File: config.mk
export PLATFORM = sky130hd
export DESIGN_NAME = lcsc_row_update
export DESIGN_NICKNAME = d
export VERILOG_FILES = /design/src/design/loop_coverage_sampling_counters_unit_macros.svh /design/src/design/lcsc_pkg.sv /design/src/design/lcsc_row_update.sv
export SDC_FILE = /design/constraint.sdc
export NUM_CORES = 1
export LEC_CHECK = 0
export BUFFER_PORTS_ARGS = -buffer_cell sky130_fd_sc_hd__buf_4
export CAP_MARGIN = 20
export CORE_AREA = 2 2 278 280
export DETAILED_ROUTE_END_ITERATION = 7
export DIE_AREA = 0 0 280 282
export PLACE_DENSITY = 0.37
export SYNTH_ARGS = -nofsm -noshare
export SYNTH_HDL_FRONTEND = slang
export SYNTH_SLANG_ARGS = --single-unit
File: constraint.sdc
create_clock -name vclk -period 11.8
set_clock_uncertainty 0.1 [all_clocks]
set_input_delay 2.36 -clock vclk [all_inputs]
set_output_delay 2.36 -clock vclk [all_outputs]
set_load 0.05 [all_outputs]
File: src/design/loop_coverage_sampling_counters_unit_macros.svh
// ----------------------------------------------------------------------------
// loop coverage sampling counters: assertion macros
// concurrent checks that vanish when SYNTHESIS is defined
// ----------------------------------------------------------------------------
`ifndef LOOP_COVERAGE_SAMPLING_COUNTERS_UNIT_MACROS_SVH
`define LOOP_COVERAGE_SAMPLING_COUNTERS_UNIT_MACROS_SVH
`ifndef SYNTHESIS
// antecedent implies consequent in the same cycle
`define LCSC_ASSERT_IMP(label, clk, rst, ante, cons) \
   label: assert property (@(posedge clk) disable iff (rst) (ante) |-> (cons)) \
      else $error("lcsc assertion failed");
// antecedent implies consequent in the next cycle
`define LCSC_ASSERT_NXT(label, clk, rst, ante, cons) \
   label: assert property (@(posedge clk) disable iff (rst) (ante) |=> (cons)) \
      else $error("lcsc assertion failed");
`else
`define LCSC_ASSERT_IMP(label, clk, rst, ante, cons)
`define LCSC_ASSERT_NXT(label, clk, rst, ante, cons)
`endif
`endif

File: src/design/lcsc_pkg.sv
// ----------------------------------------------------------------------------
// lcsc_pkg
// item types and event codes of the loop coverage sampling counters
// ----------------------------------------------------------------------------
`timescale 1ns / 1ps

package lcsc_pkg;

   localparam int MODE_W     = 3;
   localparam int ID_W       = 8;
   localparam int ADDR_W     = 32;
   localparam int OUT_CNT_W  = 48;

   // event codes; anything else reads the row
   localparam logic [MODE_W-1:0] MODE_START = 3'd0;
   localparam logic [MODE_W-1:0] MODE_ITER  = 3'd1;
   localparam logic [MODE_W-1:0] MODE_END   = 3'd2;
   localparam logic [MODE_W-1:0] MODE_TICK  = 3'd3;
   localparam logic [MODE_W-1:0] MODE_READ  = 3'd4;

   typedef struct packed {
      logic [MODE_W-1:0] mode;
      logic [ID_W-1:0]   loop_id;
      logic [ADDR_W-1:0] loop_addr;
   } req_type;

   typedef struct packed {
      logic [OUT_CNT_W-1:0] iteration_count;
      logic [OUT_CNT_W-1:0] invocation_count;
      logic                 suspicious_flag;
      logic [OUT_CNT_W-1:0] sample_count;
      logic [ADDR_W-1:0]    start_address;
      logic                 is_live;
      logic [OUT_CNT_W-1:0] total_ticks;
   } rsp_type;

endpackage

File: src/design/lcsc_row_update.sv
// ----------------------------------------------------------------------------
// lcsc_row_update
// applies one event to a row and forms the result item
// ----------------------------------------------------------------------------
`timescale 1ns / 1ps

module lcsc_row_update
   import lcsc_pkg::*;
#(
   parameter int COUNT_BITS = 48,
   parameter int ROW_W      = 3 * COUNT_BITS + 34
) (
   input  req_type               req,
   input  logic                  in_range,
   input  logic [ROW_W-1:0]      row_in,
   input  logic [COUNT_BITS-1:0] tick_cur,
   output logic [ROW_W-1:0]      row_out,
   output logic [COUNT_BITS-1:0] tick_next,
   output rsp_type               rsp
);

   localparam int C = COUNT_BITS;

   logic [C-1:0]      iter, invoc, offs;
   logic              susp, live;
   logic [ADDR_W-1:0] addr;
   logic [C-1:0]      iter_new, invoc_new, offs_new, sample;
   logic              susp_new, live_new;
   logic [ADDR_W-1:0] addr_new;
   logic [63:0]       iter_wide, invoc_wide, sample_wide, tick_wide;

   // row layout, low to high: iter, invoc, susp, offset, addr, live
   assign iter  = row_in[C-1:0];
   assign invoc = row_in[2*C-1:C];
   assign susp  = row_in[2*C];
   assign offs  = row_in[3*C:2*C+1];
   assign addr  = row_in[3*C+ADDR_W:3*C+1];
   assign live  = row_in[3*C+ADDR_W+1];

   assign tick_next = (req.mode == MODE_TICK) ? tick_cur + C'(1) : tick_cur;

   // offset holds the sample count while idle, and count minus the
   // tick total while live
   always_comb begin
      iter_new  = iter;
      invoc_new = invoc;
      susp_new  = susp;
      offs_new  = offs;
      addr_new  = addr;
      live_new  = live;
      case (req.mode)
         MODE_START: begin
            if (!live) begin
               offs_new = offs - tick_cur;
            end
            live_new = 1'b1;
            addr_new = req.loop_addr;
         end
         MODE_ITER: begin
            iter_new = iter + C'(1);
         end
         MODE_END: begin
            if (live) begin
               live_new  = 1'b0;
               offs_new  = offs + tick_cur;
               invoc_new = invoc + C'(1);
            end else begin
               susp_new = 1'b1;
            end
         end
         default: begin
         end
      endcase
   end

   // count after this item, from the row as it was read
   assign sample = live ? offs + tick_next : offs;

   assign row_out = {live_new, addr_new, offs_new, susp_new, invoc_new, iter_new};

   assign iter_wide   = 64'(iter_new);
   assign invoc_wide  = 64'(invoc_new);
   assign sample_wide = 64'(sample);
   assign tick_wide   = 64'(tick_next);

   always_comb begin
      rsp.total_ticks = tick_wide[OUT_CNT_W-1:0];
      if (in_range) begin
         rsp.iteration_count  = iter_wide[OUT_CNT_W-1:0];
         rsp.invocation_count = invoc_wide[OUT_CNT_W-1:0];
         rsp.suspicious_flag  = susp_new;
         rsp.sample_count     = sample_wide[OUT_CNT_W-1:0];
         rsp.start_address    = addr_new;
         rsp.is_live          = live_new;
      end else begin
         rsp.iteration_count  = '0;
         rsp.invocation_count = '0;
         rsp.suspicious_flag  = 1'b0;
         rsp.sample_count     = '0;
         rsp.start_address    = '0;
         rsp.is_live          = 1'b0;
      end
   end

endmodule

### Word-level counts from Yosys, hierarchy flattened

Index checks and enable logic that the tools add are counted.

* output and inout bits: 452
* word-level logic and storage cells: 23
* flip-flop bits (word level): 0
* bits of input ports: 270

* reductions and logical operators: 1
* mux-type cells: 13
* add/sub/neg operators: 6
* equal/unequal tests: 3

Operator list (count)
* 48-bit 2-to-1 mux: 7
* 178-bit 2-to-1 mux: 1
* 48-bit by 1-bit adder with 48-bit output, second input constant: 3
* 48-bit adder: 2
* 48-bit case mux with 2 select lines: 1
* 48-bit subtractor: 1
* 32-bit 2-to-1 mux: 1
* 3-bit by 2-bit equality test with 1-bit output, second input constant: 2
* 3-bit by 1-bit equality test with 1-bit output, second input constant: 1
* 3-bit logical NOT: 1
* 1-bit 2-to-1 mux: 2
* 1-bit case mux with 2 select lines: 1

### Depth between registers and ports, before layout

* depth after elaboration: 5
* gate-level depth with buffers: 23
* depth with buffers taken out: 23

### Least setup slack after synthesis

OpenSTA, ideal clock, no wires.

* path type: input port to output port
* start: input tick_cur[6]
* end: output rsp[117] (netlist bit)
* arrival: 7448 ps
* required time: 9340 ps
* path buffers: 0
* stages: 19
* path slack: 1892 ps
* cell sequence: inv_1 nor3_1 and3_1 nor2b_1 nand2_1 nor2_1 nand3_1 nor3_2 nand2_1 xnor2_1 ha_1 inv_1 o21bai_1 a21oi_1 nand2_1 or2_2 o21ai_1 xor2_1 o21ai_0

RTL lines
* from (decl): line lcsc_row_update.sv:16 `input logic [COUNT_BITS-1:0] tick_cur,`
* to (decl): line lcsc_row_update.sv:19 `output rsp_type rsp`

==> results <==
- The run finished with clean final reports.
- The gate count of the mapped netlist is around 2300.
- The post-CTS setup buffer count is 0.
- The final weighted congestion in routability-driven placement is 0.8963.
- In the finished design, the share of the clock period the worst path needs comes to around nine tenths.
- The beginning of the critical path is req[42].
- The area share of the leading cell type in the synthesized netlist is 13.64%.
- The proportion of synthesized chip area in sequential cells is 0%.
- The starting density of the core is roughly a fifth.
- The flip-flop and latch count is 0.
- In this run the power density over the cells is 68.03 mW/mm^2.
- Fill cells in the final layout number 8573.
- The critical path is of the in -> out type.
- The floorplan die width is between 200 and 300 microns.
- The proportion of layout cells with a drive suffix above 1 is between 20% and 30%.
- The number of nets handed over by synthesis was 2684.
- The Yosys step of the flow raised 0 warnings.
- The relative area change from synthesis to final layout is 41.78%.
- In the final design database the tool counted between 3000 and 4000 nets.
- The detailed-router iteration count before antenna repair is 5.
- Entering global routing, the biggest net connects 94 pins.
- The cell area after layout is 0.02067 sq mm.
- After synthesis, the cell types taking the most area are ha_1 (14%), xnor2_1 (12%), nand2_1 (6.7%).
- The clock buffers instantiated in the layout total 0.
- Of all nets on the critical path, the largest fanout is 6.
- The number of different library cells used by synthesis comes to 100.
- The area of the die is 0.07896 sq mm.
- Global routing used 23.56% of the available tracks across all layers.
- Setup repair after global routing left no endpoint under its margin.
- The number of hold buffers added after CTS was 0.
- The post-detailed-routing wire length is approximately 100 mm.
- The data required time of the critical path is 9.34 ns.
- For this design the static power due to leakage is 9.631 nW.
- The top cell type by total area after synthesis is ha_1.
- The worst hold path was traced through 3 stages.
- The remaining global-route overflow is 0.
- The worst hold path belongs to the class in -> out.
- The post-detailed-placement half-perimeter wirelength is 85.70 mm.
- Counting tap cells, the placed design contains a total of between 3000 and 4000 instances.
- The final count of pins violating max slew is 0.
- The design draws 1.407 mW.
- The hold path startpoint is row_in[144].
- The via count is 19125.
- The standard-cell row count is about 100.
- The number of buffers added on ports is 714.
- The core region is 0.07570 sq mm.
- The worst setup path is captured at an output pin.
- The actual transition at the worst max-transition pin is approximately 0.94 ns.
- The mapped cell area is approximately 0.015 sq mm.
- The global-route wire length before repair is 137.8 mm.
- The remaining antenna violation count after routing is 0.
- Data on the critical path arrives at its endpoint at 7.96 ns.
- The number of hold violations in the final report was 0.
- The maximum vdd drop is 36.52 uV.
- After the first detailed-routing iteration, the DRC count stood at between 1000 and 1500.
- For hold timing, the worst endpoint is row_out[144].
- The number of antenna violations at the first check in global routing is 8.
- The number of setup violations in the final report is 0.
- Across the run, the number of max-cap violations was 0.
- After detailed routing, the average wire length per cell comes to between 20 and 30 microns.
- The number of global-route vias before repair is between 15000 and 20000.
- The via density per instance is 4.997.
- The I/O pin total is approximately 720.
- Static timing analysis puts the maximum clock frequency at 0.09600 GHz.
- The worst pin sits at a relative slew slack of a little under two fifths.
- Summed over all failing endpoints, the final setup total negative slack is 0 ns.
- The average cell area after synthesis is 6.475 sq um.
- STA classifies the critical path startpoint as an input port.
- In this run, post-CTS repair resized a total of 0 instances.
- The number of cells in the finished layout apart from fillers is 3827.
- The floorplan step set the die height to between 200 and 300 microns.
- The cell area after placement is between 0.02 and 0.025 sq mm.
- The worst path needs 10.42 ns of the cycle, external delays included.
- Registers take 0 sq um.
- For this run, design rule violations remaining after detail routing come to 0.
## final cells by class
cell class | instances | area (sq um) | area share (%)
tap | 978 | 1224 | 5.919
timing repair buffer | 755 | 5673 | 27.44
inverter | 118 | 442.9 | 2.142
multi-input combinational | 1972 | 13330 | 64.45
antenna | 4 | 10.01 | 0.04841
## through the flow
stage / hold WS [ns] / setup WS (ns) / utilization (%)
3_3_place_gp: 4.972 / 1.320 / 27.28
5_1_grt: 4.984 / 1.075 / 27.30
6_report: 4.975 / 1.383 / 27.31
4_1_cts: 4.972 / 1.408 / 27.28
3_5_place_dp: 4.973 / 1.423 / 27.28
2_1_floorplan: 4.805 / 1.892 / -
## critical path, cell delays in order
cell and delay [ns]:
buf_4 0.14, and3b_1 0.29, buf_4 0.17, nand4_2 0.15, nor2_2 0.35, nand2_1 0.18
nor3_1 0.36, nand2_1 0.12, xnor2_1 0.38, ha_1 0.30, and2_1 0.27, nand3_1 0.18
nor4_1 0.40, a221oi_2 0.19, o21ai_2 0.23, a311oi_1 0.18, o31ai_1 0.64, nand2_1 0.21
or4_1 0.52, nand3_1 0.11, buf_4 0.20
## cells in the final DEF, fill, tap and decap left out, types with 52 or more instances in the layout
master,synthesis,final
xnor2_1,200,200
nand3_1,76,76
nor2_1,152,150
ha_1,159,159
and2_1,150,150
a21oi_1,192,192
o21ai_0,99,99
nand2_1,261,260
buf_4,52,754
xor2_1,52,52
inv_1,112,112
## cells in the mapped netlist, drive strengths merged, types with 30 or more instances
library cell,n
buf,79
mux2i,34
nand4,49
o21bai,39
xor2,53
clkbuf,83
ha,159
o22ai,45
xnor2,200
inv,116
nor2b,51
a21o,51
nand2,261
o21ai,109
a21oi,196
nor2,157
and3,30
nand3,78
and2,150
nor3,42
## report_power, final
part	switching (mW)	internal, mW
clock	0	0.0000000321
sequential	0	0
combinational	0.955	0.451
total	0.955	0.451
## routing by layer
layer	track usage (%)	vias up	part of all wire, %
met2	45.39	638	53
met5	0	-	0.040
met1	26.19	9254	38
met4	9.790	6	4.9
li1	-	9111	-
met3	2.204	116	4.1
## kinds of logic (layout without fill, tap and decap cells)
logic type	after synthesis	in the layout	synth area share [%]
compound gates	624	624	27.83
buf+inv	280	873	8.709
xor+xnor	253	253	15.25
other cells	0	4	0
simple gates	898	898	31.75
mux	35	35	2.411
fa+ha+maj	162	162	14.05
## worst max path at each step
stage	end	slack, ns	depth (start not counted)
2_1_floorplan	rsp[117]	1.89	19
3_3_place_gp	rsp[128]	1.32	23
3_5_place_dp	rsp[126]	1.42	21
4_1_cts	rsp[126]	1.41	21
5_1_grt	rsp[126]	1.08	21
6_report	rsp[126]	1.38	21
No activity file was read; power rests on OpenSTA's default activity.
